--- src/rtl/rfcp_pkg.sv ---
// Shared types and constants for the rectangle fill burst planner.
package rfcp_pkg;

    // Width of pixel totals, remaining counts, burst capacity and row quotients.
    localparam int CNT_W = 17;

    // Number of restoring divide steps, one quotient bit each.
    localparam int DIV_STEPS = CNT_W;

    // Index of the final burst allowed for one request.
    localparam logic [5:0] LAST_BURST_IDX = 6'd63;

    typedef enum logic [1:0] {
        F_IDLE,
        F_DIV,
        F_PUSH
    } front_state_t;

    typedef enum logic {
        B_IDLE,
        B_RUN
    } back_state_t;

    // One accepted request, ready to be split into bursts.
    typedef struct packed {
        logic [8:0]       rx;
        logic [8:0]       rw;
        logic [7:0]       ry;
        logic [7:0]       rh;
        logic [15:0]      c565;
        logic [CNT_W-1:0] total;
        logic [CNT_W-1:0] cap_rows;
        logic [8:0]       cap_cols;
    } req_t;

endpackage

--- src/rtl/rfcp_front.sv ---
// Request intake: screen checks, color packing and the capacity-per-row divider.
module rfcp_front #(
    parameter int SCREEN_WIDTH  = 320,
    parameter int SCREEN_HEIGHT = 240,
    parameter int BUFFER_BYTES  = 16384
) (
    input  logic                clk,
    input  logic                rst_n,
    input  logic                req_valid,
    output logic                req_stall,
    input  logic [23:0]         color_rgb888,
    input  logic [8:0]          rect_x,
    input  logic [8:0]          rect_width,
    input  logic [7:0]          rect_y,
    input  logic [7:0]          rect_height,
    output logic                push_valid,
    input  logic                push_stall,
    output rfcp_pkg::req_t      push_data
);

    localparam int CAP_INT = (BUFFER_BYTES / 2 == 0) ? 1 : BUFFER_BYTES / 2;
    localparam logic [rfcp_pkg::CNT_W-1:0] CAP = rfcp_pkg::CNT_W'(CAP_INT);
    localparam logic [10:0] SW_L = 11'(SCREEN_WIDTH);
    localparam logic [10:0] SH_L = 11'(SCREEN_HEIGHT);
    localparam logic [4:0]  LAST_STEP = 5'(rfcp_pkg::DIV_STEPS - 1);

    rfcp_pkg::front_state_t state_reg, state_next;
    rfcp_pkg::req_t req_reg, req_next;
    logic [8:0]                  rem_reg, rem_next;
    logic [rfcp_pkg::CNT_W-1:0]  dvd_reg, dvd_next;
    logic [rfcp_pkg::CNT_W-1:0]  quo_reg, quo_next;
    logic [4:0]                  cnt_reg, cnt_next;

    logic        accept;
    logic        fits;
    logic        nonempty;
    logic [9:0]  trial;
    logic        take;

    assign req_stall = (state_reg != rfcp_pkg::F_IDLE);
    assign accept    = req_valid && !req_stall;

    assign fits = (({2'b0, rect_x} + {2'b0, rect_width}) <= SW_L) &&
                  (({3'b0, rect_y} + {3'b0, rect_height}) <= SH_L);
    assign nonempty = (rect_width != 9'd0) && (rect_height != 8'd0);

    assign trial = {rem_reg, dvd_reg[rfcp_pkg::CNT_W-1]};
    assign take  = (trial >= {1'b0, req_reg.rw});

    assign push_valid = (state_reg == rfcp_pkg::F_PUSH);
    assign push_data  = req_reg;

    always_ff @(posedge clk or negedge rst_n)
    begin
        if (!rst_n)
        begin
            state_reg <= rfcp_pkg::F_IDLE;
        end
        else
        begin
            state_reg <= state_next;
        end
    end

    always_ff @(posedge clk)
    begin
        req_reg <= req_next;
        rem_reg <= rem_next;
        dvd_reg <= dvd_next;
        quo_reg <= quo_next;
        cnt_reg <= cnt_next;
    end

    always_comb
    begin
        state_next = state_reg;
        req_next   = req_reg;
        rem_next   = rem_reg;
        dvd_next   = dvd_reg;
        quo_next   = quo_reg;
        cnt_next   = cnt_reg;
        unique case (state_reg)
            rfcp_pkg::F_IDLE:
            begin
                if (accept && fits && nonempty)
                begin
                    req_next.rx       = rect_x;
                    req_next.rw       = rect_width;
                    req_next.ry       = rect_y;
                    req_next.rh       = rect_height;
                    req_next.c565     = {color_rgb888[23:19], color_rgb888[15:10],
                                         color_rgb888[7:3]};
                    req_next.total    = {8'b0, rect_width} * {9'b0, rect_height};
                    req_next.cap_rows = '0;
                    req_next.cap_cols = '0;
                    rem_next   = '0;
                    dvd_next   = CAP;
                    quo_next   = '0;
                    cnt_next   = '0;
                    state_next = rfcp_pkg::F_DIV;
                end
            end
            rfcp_pkg::F_DIV:
            begin
                // Restoring division of the burst capacity by the width.
                rem_next = take ? 9'(trial - {1'b0, req_reg.rw}) : trial[8:0];
                quo_next = {quo_reg[rfcp_pkg::CNT_W-2:0], take};
                dvd_next = {dvd_reg[rfcp_pkg::CNT_W-2:0], 1'b0};
                cnt_next = cnt_reg + 5'd1;
                if (cnt_reg == LAST_STEP)
                begin
                    req_next.cap_rows = quo_next;
                    req_next.cap_cols = rem_next;
                    state_next = rfcp_pkg::F_PUSH;
                end
            end
            rfcp_pkg::F_PUSH:
            begin
                if (!push_stall)
                begin
                    state_next = rfcp_pkg::F_IDLE;
                end
            end
            default:
            begin
                state_next = rfcp_pkg::F_IDLE;
            end
        endcase
    end

endmodule

--- src/rtl/rfcp_queue.sv ---
// Two-entry request queue between intake and burst generation.
module rfcp_queue (
    input  logic           clk,
    input  logic           rst_n,
    input  logic           push_valid,
    output logic           push_stall,
    input  rfcp_pkg::req_t push_data,
    output logic           pop_valid,
    input  logic           pop_stall,
    output rfcp_pkg::req_t pop_data
);

    rfcp_pkg::req_t mem [2];
    logic [1:0] count_reg, count_next;
    logic       wr_ptr_reg, wr_ptr_next;
    logic       rd_ptr_reg, rd_ptr_next;
    logic       push;
    logic       pop;

    assign push_stall = (count_reg == 2'd2);
    assign pop_valid  = (count_reg != 2'd0);
    assign push       = push_valid && !push_stall;
    assign pop        = pop_valid && !pop_stall;
    assign pop_data   = mem[rd_ptr_reg];

    always_comb
    begin
        wr_ptr_next = push ? !wr_ptr_reg : wr_ptr_reg;
        rd_ptr_next = pop ? !rd_ptr_reg : rd_ptr_reg;
        count_next  = count_reg + {1'b0, push} - {1'b0, pop};
    end

    always_ff @(posedge clk or negedge rst_n)
    begin
        if (!rst_n)
        begin
            count_reg  <= 2'd0;
            wr_ptr_reg <= 1'b0;
            rd_ptr_reg <= 1'b0;
        end
        else
        begin
            count_reg  <= count_next;
            wr_ptr_reg <= wr_ptr_next;
            rd_ptr_reg <= rd_ptr_next;
        end
    end

    always_ff @(posedge clk)
    begin
        if (push)
        begin
            mem[wr_ptr_reg] <= push_data;
        end
    end

endmodule

--- src/rtl/rfcp_back.sv ---
// Burst sequencer: walks one request and drives the registered burst output.
module rfcp_back #(
    parameter int SCREEN_WIDTH  = 320,
    parameter int SCREEN_HEIGHT = 240,
    parameter int BUFFER_BYTES  = 16384
) (
    input  logic           clk,
    input  logic           rst_n,
    input  logic           pop_valid,
    output logic           pop_stall,
    input  rfcp_pkg::req_t pop_data,
    output logic           burst_valid,
    input  logic           burst_stall,
    output logic [8:0]     win_x1,
    output logic [8:0]     win_x2,
    output logic [7:0]     win_y1,
    output logic [7:0]     win_y2,
    output logic [13:0]    pixel_count,
    output logic [15:0]    color_rgb565,
    output logic           last_burst
);

    localparam int CAP_INT = (BUFFER_BYTES / 2 == 0) ? 1 : BUFFER_BYTES / 2;
    localparam logic [rfcp_pkg::CNT_W-1:0] CAP = rfcp_pkg::CNT_W'(CAP_INT);
    localparam logic [10:0] X_MAX = 11'(SCREEN_WIDTH - 1);
    localparam logic [10:0] Y_MAX = 11'(SCREEN_HEIGHT - 1);

    rfcp_pkg::back_state_t state_reg, state_next;
    rfcp_pkg::req_t cur_reg, cur_next;
    logic [9:0]                 x1_reg, x1_next;
    logic [8:0]                 y1_reg, y1_next;
    logic [rfcp_pkg::CNT_W-1:0] rem_reg, rem_next;
    logic [5:0]                 n_reg, n_next;

    logic        out_valid_reg, out_valid_next;
    logic [8:0]  x1_out_reg, x1_out_next;
    logic [8:0]  x2_out_reg, x2_out_next;
    logic [7:0]  y1_out_reg, y1_out_next;
    logic [7:0]  y2_out_reg, y2_out_next;
    logic [13:0] cnt_out_reg, cnt_out_next;
    logic [15:0] col_out_reg, col_out_next;
    logic        last_out_reg, last_out_next;

    logic                       emit;
    logic                       at_start;
    logic                       capped;
    logic [rfcp_pkg::CNT_W-1:0] npix;
    logic [rfcp_pkg::CNT_W-1:0] rem_after;
    logic [9:0]                 row_end;
    logic [10:0]                x2_raw;
    logic [10:0]                y2_raw;
    logic                       is_last;
    logic [9:0]                 x1_step;
    logic [8:0]                 y1_step;

    assign pop_stall = (state_reg != rfcp_pkg::B_IDLE);
    assign emit = (state_reg == rfcp_pkg::B_RUN) && (!out_valid_reg || !burst_stall);

    assign at_start = (x1_reg == {1'b0, cur_reg.rx});
    assign capped   = (rem_reg > CAP);
    assign row_end  = {1'b0, cur_reg.rx} + {1'b0, cur_reg.rw};
    assign x2_raw   = {1'b0, x1_reg} + {2'b0, cur_reg.rw} - 11'd1;
    assign y2_raw   = {2'b0, y1_reg} + {3'b0, cur_reg.rh} - 11'd1;

    always_comb
    begin
        if (at_start)
        begin
            npix = capped ? CAP : rem_reg;
            // A full burst from a row start lands cap_rows rows down, cap_cols in.
            x1_step = {1'b0, cur_reg.rx} + {1'b0, cur_reg.cap_cols};
            y1_step = 9'({8'b0, y1_reg} + cur_reg.cap_rows);
        end
        else
        begin
            // Mid-row start: finish the row, then resume at the left edge.
            npix = rfcp_pkg::CNT_W'(row_end - x1_reg);
            x1_step = {1'b0, cur_reg.rx};
            y1_step = y1_reg + 9'd1;
        end
        rem_after = rem_reg - npix;
        is_last   = (rem_after == '0) || (n_reg == rfcp_pkg::LAST_BURST_IDX);
    end

    always_comb
    begin
        state_next     = state_reg;
        cur_next       = cur_reg;
        x1_next        = x1_reg;
        y1_next        = y1_reg;
        rem_next       = rem_reg;
        n_next         = n_reg;
        out_valid_next = (out_valid_reg && burst_stall) || emit;
        x1_out_next    = x1_out_reg;
        x2_out_next    = x2_out_reg;
        y1_out_next    = y1_out_reg;
        y2_out_next    = y2_out_reg;
        cnt_out_next   = cnt_out_reg;
        col_out_next   = col_out_reg;
        last_out_next  = last_out_reg;
        unique case (state_reg)
            rfcp_pkg::B_IDLE:
            begin
                if (pop_valid)
                begin
                    cur_next   = pop_data;
                    x1_next    = {1'b0, pop_data.rx};
                    y1_next    = {1'b0, pop_data.ry};
                    rem_next   = pop_data.total;
                    n_next     = '0;
                    state_next = rfcp_pkg::B_RUN;
                end
            end
            rfcp_pkg::B_RUN:
            begin
                if (emit)
                begin
                    x1_out_next  = x1_reg[8:0];
                    x2_out_next  = (x2_raw > X_MAX) ? X_MAX[8:0] : x2_raw[8:0];
                    y1_out_next  = y1_reg[7:0];
                    y2_out_next  = (y2_raw > Y_MAX) ? Y_MAX[7:0] : y2_raw[7:0];
                    cnt_out_next = npix[13:0];
                    col_out_next = cur_reg.c565;
                    last_out_next = is_last;
                    x1_next  = x1_step;
                    y1_next  = y1_step;
                    rem_next = rem_after;
                    n_next   = n_reg + 6'd1;
                    if (is_last)
                    begin
                        state_next = rfcp_pkg::B_IDLE;
                    end
                end
            end
            default:
            begin
                state_next = rfcp_pkg::B_IDLE;
            end
        endcase
    end

    always_ff @(posedge clk or negedge rst_n)
    begin
        if (!rst_n)
        begin
            state_reg     <= rfcp_pkg::B_IDLE;
            out_valid_reg <= 1'b0;
        end
        else
        begin
            state_reg     <= state_next;
            out_valid_reg <= out_valid_next;
        end
    end

    always_ff @(posedge clk)
    begin
        cur_reg      <= cur_next;
        x1_reg       <= x1_next;
        y1_reg       <= y1_next;
        rem_reg      <= rem_next;
        n_reg        <= n_next;
        x1_out_reg   <= x1_out_next;
        x2_out_reg   <= x2_out_next;
        y1_out_reg   <= y1_out_next;
        y2_out_reg   <= y2_out_next;
        cnt_out_reg  <= cnt_out_next;
        col_out_reg  <= col_out_next;
        last_out_reg <= last_out_next;
    end

    assign burst_valid  = out_valid_reg;
    assign win_x1       = x1_out_reg;
    assign win_x2       = x2_out_reg;
    assign win_y1       = y1_out_reg;
    assign win_y2       = y2_out_reg;
    assign pixel_count  = cnt_out_reg;
    assign color_rgb565 = col_out_reg;
    assign last_burst   = last_out_reg;

endmodule

--- src/rtl/rect_fill_chunk_planner.sv ---
// An accepted request is divided, pushed to the queue, then taken by the burst sequencer.
// Intake takes no new request until the current one is divided and pushed to the queue.
// The burst sequencer produces one burst per cycle within a request while the output is not stalled.
// Rejected or empty rectangles are dropped at intake, which stays idle for the next request.
// Reset (rst_n low, asynchronous) empties the queue and clears every valid.
module rect_fill_chunk_planner #(
    parameter int SCREEN_WIDTH  = 320,
    parameter int SCREEN_HEIGHT = 240,
    parameter int BUFFER_BYTES  = 16384
) (
    input  logic        clk,
    input  logic        rst_n,
    input  logic        req_valid,
    output logic        req_stall,
    input  logic [23:0] color_rgb888,
    input  logic [8:0]  rect_x,
    input  logic [8:0]  rect_width,
    input  logic [7:0]  rect_y,
    input  logic [7:0]  rect_height,
    output logic        burst_valid,
    input  logic        burst_stall,
    output logic [8:0]  win_x1,
    output logic [8:0]  win_x2,
    output logic [7:0]  win_y1,
    output logic [7:0]  win_y2,
    output logic [13:0] pixel_count,
    output logic [15:0] color_rgb565,
    output logic        last_burst
);

    // The front checks a request against the screen, packs the color and divides
    // the burst capacity by the rectangle width. That quotient and remainder tell
    // the back how far a full burst moves from a row start, so the back never
    // divides: it only adds, compares and subtracts per burst.

    logic           push_valid;
    logic           push_stall;
    rfcp_pkg::req_t push_data;
    logic           pop_valid;
    logic           pop_stall;
    rfcp_pkg::req_t pop_data;

    rfcp_front #(
        .SCREEN_WIDTH  (SCREEN_WIDTH),
        .SCREEN_HEIGHT (SCREEN_HEIGHT),
        .BUFFER_BYTES  (BUFFER_BYTES)
    ) u_front (
        .clk          (clk),
        .rst_n        (rst_n),
        .req_valid    (req_valid),
        .req_stall    (req_stall),
        .color_rgb888 (color_rgb888),
        .rect_x       (rect_x),
        .rect_width   (rect_width),
        .rect_y       (rect_y),
        .rect_height  (rect_height),
        .push_valid   (push_valid),
        .push_stall   (push_stall),
        .push_data    (push_data)
    );

    // The queue lets the front take the next transfer while bursts still drain.
    rfcp_queue u_queue (
        .clk        (clk),
        .rst_n      (rst_n),
        .push_valid (push_valid),
        .push_stall (push_stall),
        .push_data  (push_data),
        .pop_valid  (pop_valid),
        .pop_stall  (pop_stall),
        .pop_data   (pop_data)
    );

    rfcp_back #(
        .SCREEN_WIDTH  (SCREEN_WIDTH),
        .SCREEN_HEIGHT (SCREEN_HEIGHT),
        .BUFFER_BYTES  (BUFFER_BYTES)
    ) u_back (
        .clk          (clk),
        .rst_n        (rst_n),
        .pop_valid    (pop_valid),
        .pop_stall    (pop_stall),
        .pop_data     (pop_data),
        .burst_valid  (burst_valid),
        .burst_stall  (burst_stall),
        .win_x1       (win_x1),
        .win_x2       (win_x2),
        .win_y1       (win_y1),
        .win_y2       (win_y2),
        .pixel_count  (pixel_count),
        .color_rgb565 (color_rgb565),
        .last_burst   (last_burst)
    );

endmodule
--- config.mk ---
export PLATFORM = sky130hd
export DESIGN_NAME = rect_fill_chunk_planner
export DESIGN_NICKNAME = d
export VERILOG_FILES = /design/src/rtl/rfcp_pkg.sv /design/src/rtl/rfcp_front.sv /design/src/rtl/rfcp_queue.sv /design/src/rtl/rfcp_back.sv /design/src/rtl/rect_fill_chunk_planner.sv
export SDC_FILE = /design/constraint.sdc
export NUM_CORES = 1
export LEC_CHECK = 0
export ABC_AREA = 0
export BUFFER_PORTS_ARGS = -buffer_cell sky130_fd_sc_hd__buf_4
export CAP_MARGIN = 30
export CORE_MARGIN = 10
export CORE_UTILIZATION = 43
export CTS_CLUSTER_SIZE = 14
export DETAILED_ROUTE_END_ITERATION = 10
export PLACE_DENSITY = 0.57
export SYNTH_ARGS = -nofsm -noshare
export SYNTH_HDL_FRONTEND = slang
export SYNTH_HIERARCHICAL = 1
export SYNTH_SLANG_ARGS = --single-unit
--- constraint.sdc ---
create_clock -name clk -period 14.75 [get_ports clk]
set_clock_uncertainty 0.15 [all_clocks]
set_input_delay 2.2125 -clock clk [delete_from_list [all_inputs] [get_ports clk]]
set_output_delay 2.2125 -clock clk [all_outputs]
set_load 0.05 [all_outputs]
==> flow_summary.ini <==
[die]
rows = 84
floorplan.initialDensity_pct = 43.6
fp.coreArea_um2 = 52900
dieArea_um2 = 63300
die_width_um = 252
io_pins = 129
chipHeight_um = 252

[run]
max_cap_violations = 0

[pwr]
p_per_area_nw_per_um2 = 180
power.leakage_uw = 0.0104
vdd_drop_max_mv = 0.0823

[finish]
final_layout_size_suffix_gt1_share_pct = 18.1
area.growth.synth_to_final_pct = 14.3
final_area_um2 = 26300
largest_register_ffs = 170
finalNetCount = 2112

[cts]
cts.htree.levels = 2
clock_slew_at_the_register_clock_pins_of_the_worst_setup_and_hold_paths_ns = 0.06
cts_hold_buffers = 0
tritoncts = done
number_of_buffers_inserted_by_post_cts_setup_repair = 0
cts_buffer_depth = 3
insertion_delay_ns = 0.59
clock-root-buffer = sky130_fd_sc_hd__clkbuf_16
cts.sinks = 456
cts-buffers-inserted = 47
post_cts_resized = 0

[place]
post-dp-hpwl_um = 33100
dpl-instance-area_um2 = 24800
portBuffers = 120
place.gp.congestion = 0.843

[grt]
number_of_antenna_violations_at_the_first_check_in_global_routing = 4
grt_max_degree = 61
global_route.usage.total_pct = 14.8
grt_first_pass_wirelength_um = 74100
total_gr_overflow = 0
grt_pass1_vias = 13800

[drt]
route.detailed.vias_per_inst = 5.09
wirelength_um = 46300
first_pass_drt_iterations = 5
ant_nets = 0
detail_route.wl_per_cell_um = 18.0
drt_first_iter_violations = 766
via_count = 13100
remaining_drc_errors = 0

[logic_synthesis]
avgSynthCellArea_um2 = 13.7
synth_fp_nets = 1952
synthesis.yosys.warnings = 6
netlist_area_um2 = 23100
instance_count_of_the_mapped_netlist = 1684

[sta]
timing_max_transition_violations_final = 0
timing_worst_slew_pin_value_ns = 0.949
setup_repair_after_global_routing_missed_its_margin = false
total_negative_setup_slacks_ns = 0
final_min_period_over_clock_period_pct = 40.7
min_period_ns = 6.01
worst_case_headroom_to_the_max_slew_limit_pct = 36.7
maxClockFrequency_ghz = 0.166
setup_violations = 0
timing_hold_violations_final = 0

[min_path]
hold_path_class = reg2reg

[critical_path]
critPathArrivalTime_ns = 6.33
crit_path_end_kind = flip-flop
setup.worst_path.class = reg2reg
data_required_critical_path_ns = 15.08
timing.critical_path.fanout_max = 5
critPathLaunchType = flip-flop

[outcome]
outcome = finished, final reports clean
-- layout make-up --
class / count / area (µm²)
timing repair buffer: 134 / 1010
tap: 688 / 861
antenna: 1 / 2.50
inverter: 224 / 842
fill: 4626 / 26500
sequential: 456 / 13700
clock inverter: 30 / 294
clock buffer: 56 / 1230
multi-input combinational: 981 / 8450
-- power by group --
| part | internal (µW) | total, µW | switching [µW] |
|---|---|---|---|
| Combinational | 714 | 1720 | 1000 |
| Sequential | 1740 | 1850 | 114 |
| Clock | 670 | 1160 | 491 |
| Total | 3120 | 4730 | 1610 |
-- through the flow --
step / utilization [%] / power [µW] / worst slack, ns / hold WS, ns / std cells
6_report: 49.8 / 4730 / 8.74 / 0.266 / 2570
5_1_grt: 49.8 / 5050 / 8.42 / 0.272 / 2569
4_1_cts: 49.8 / 4780 / 8.78 / 0.269 / 2569
3_5_place_dp: 47.0 / 3600 / 8.23 / 0.255 / 2483
3_3_place_gp: 46.9 / 3550 / 8.24 / 0.252 / 2482
2_1_floorplan: - / 3170 / 8.63 / 0.250 / 1684
-- critical path: stages (launching register included) --
cell and delay (ns):
sky130_fd_sc_hd__edfxtp_1 0.45, sky130_fd_sc_hd__inv_1 0.16, sky130_fd_sc_hd__fa_1 0.50, sky130_fd_sc_hd__fa_1 0.48, sky130_fd_sc_hd__nor2b_1 0.14, sky130_fd_sc_hd__o21ai_1 0.09, sky130_fd_sc_hd__a21boi_1 0.27, sky130_fd_sc_hd__o221ai_1 0.22
sky130_fd_sc_hd__xor2_1 0.18, sky130_fd_sc_hd__nor2_1 0.10, sky130_fd_sc_hd__a21o_1 0.11, sky130_fd_sc_hd__inv_1 0.04, sky130_fd_sc_hd__ha_1 0.33, sky130_fd_sc_hd__a21oi_1 0.21, sky130_fd_sc_hd__nand2_1 0.09, sky130_fd_sc_hd__o21ai_0 0.48
sky130_fd_sc_hd__nor2b_1 0.10, sky130_fd_sc_hd__a2111oi_1 0.54, sky130_fd_sc_hd__xnor2_1 0.17, sky130_fd_sc_hd__a2111o_1 0.30, sky130_fd_sc_hd__or4_1 0.50, sky130_fd_sc_hd__o31a_1 0.29
-- metal layers --
layer  vias to the layer above  GRT usage [%]  wire (µm)
met3                        72           2.46       2010
met1                      6438           19.7      21300
met4                         2           4.95       1130
met2                       248           24.3      21900
met5                         -              0         13
li1                       6332              -          -
-- worst paths after layout --
kind                                     from                endpoint  slack [ns]  cells after the start
max                        u_back/cur_reg[85]        u_back/pop_stall        8.74                     21
max reg2reg                u_back/cur_reg[85]        u_back/pop_stall        8.74                     21
max in group asynchronous               rst_n      u_queue/rd_ptr_reg       12.97                      1
min in group asynchronous               rst_n    u_front/state_reg[0]        1.30                      1
min                        u_back/cur_reg[45]  u_back/color_rgb565[2]        0.27                      0
min reg2reg                u_back/cur_reg[45]  u_back/color_rgb565[2]        0.27                      0
-- cell usage in the layout (no fill, tap or decap), types with 15 or more instances in the layout --
master and n:
sky130_fd_sc_hd__a21oi_1 65, sky130_fd_sc_hd__xor2_1 20, sky130_fd_sc_hd__o21bai_1 15, sky130_fd_sc_hd__fa_1 59, sky130_fd_sc_hd__nor2b_1 19, sky130_fd_sc_hd__o21ai_0 26
sky130_fd_sc_hd__nor3_1 16, sky130_fd_sc_hd__nand2b_1 17, sky130_fd_sc_hd__a21o_1 18, sky130_fd_sc_hd__edfxtp_1 448, sky130_fd_sc_hd__nor2_1 72, sky130_fd_sc_hd__buf_4 133
sky130_fd_sc_hd__clkbuf_16 47, sky130_fd_sc_hd__nand2_1 76, sky130_fd_sc_hd__and2_1 83, sky130_fd_sc_hd__xnor2_1 63, sky130_fd_sc_hd__mux2_2 105, sky130_fd_sc_hd__ha_1 147
sky130_fd_sc_hd__inv_1 222
Power figures use the tool's default switching activity.
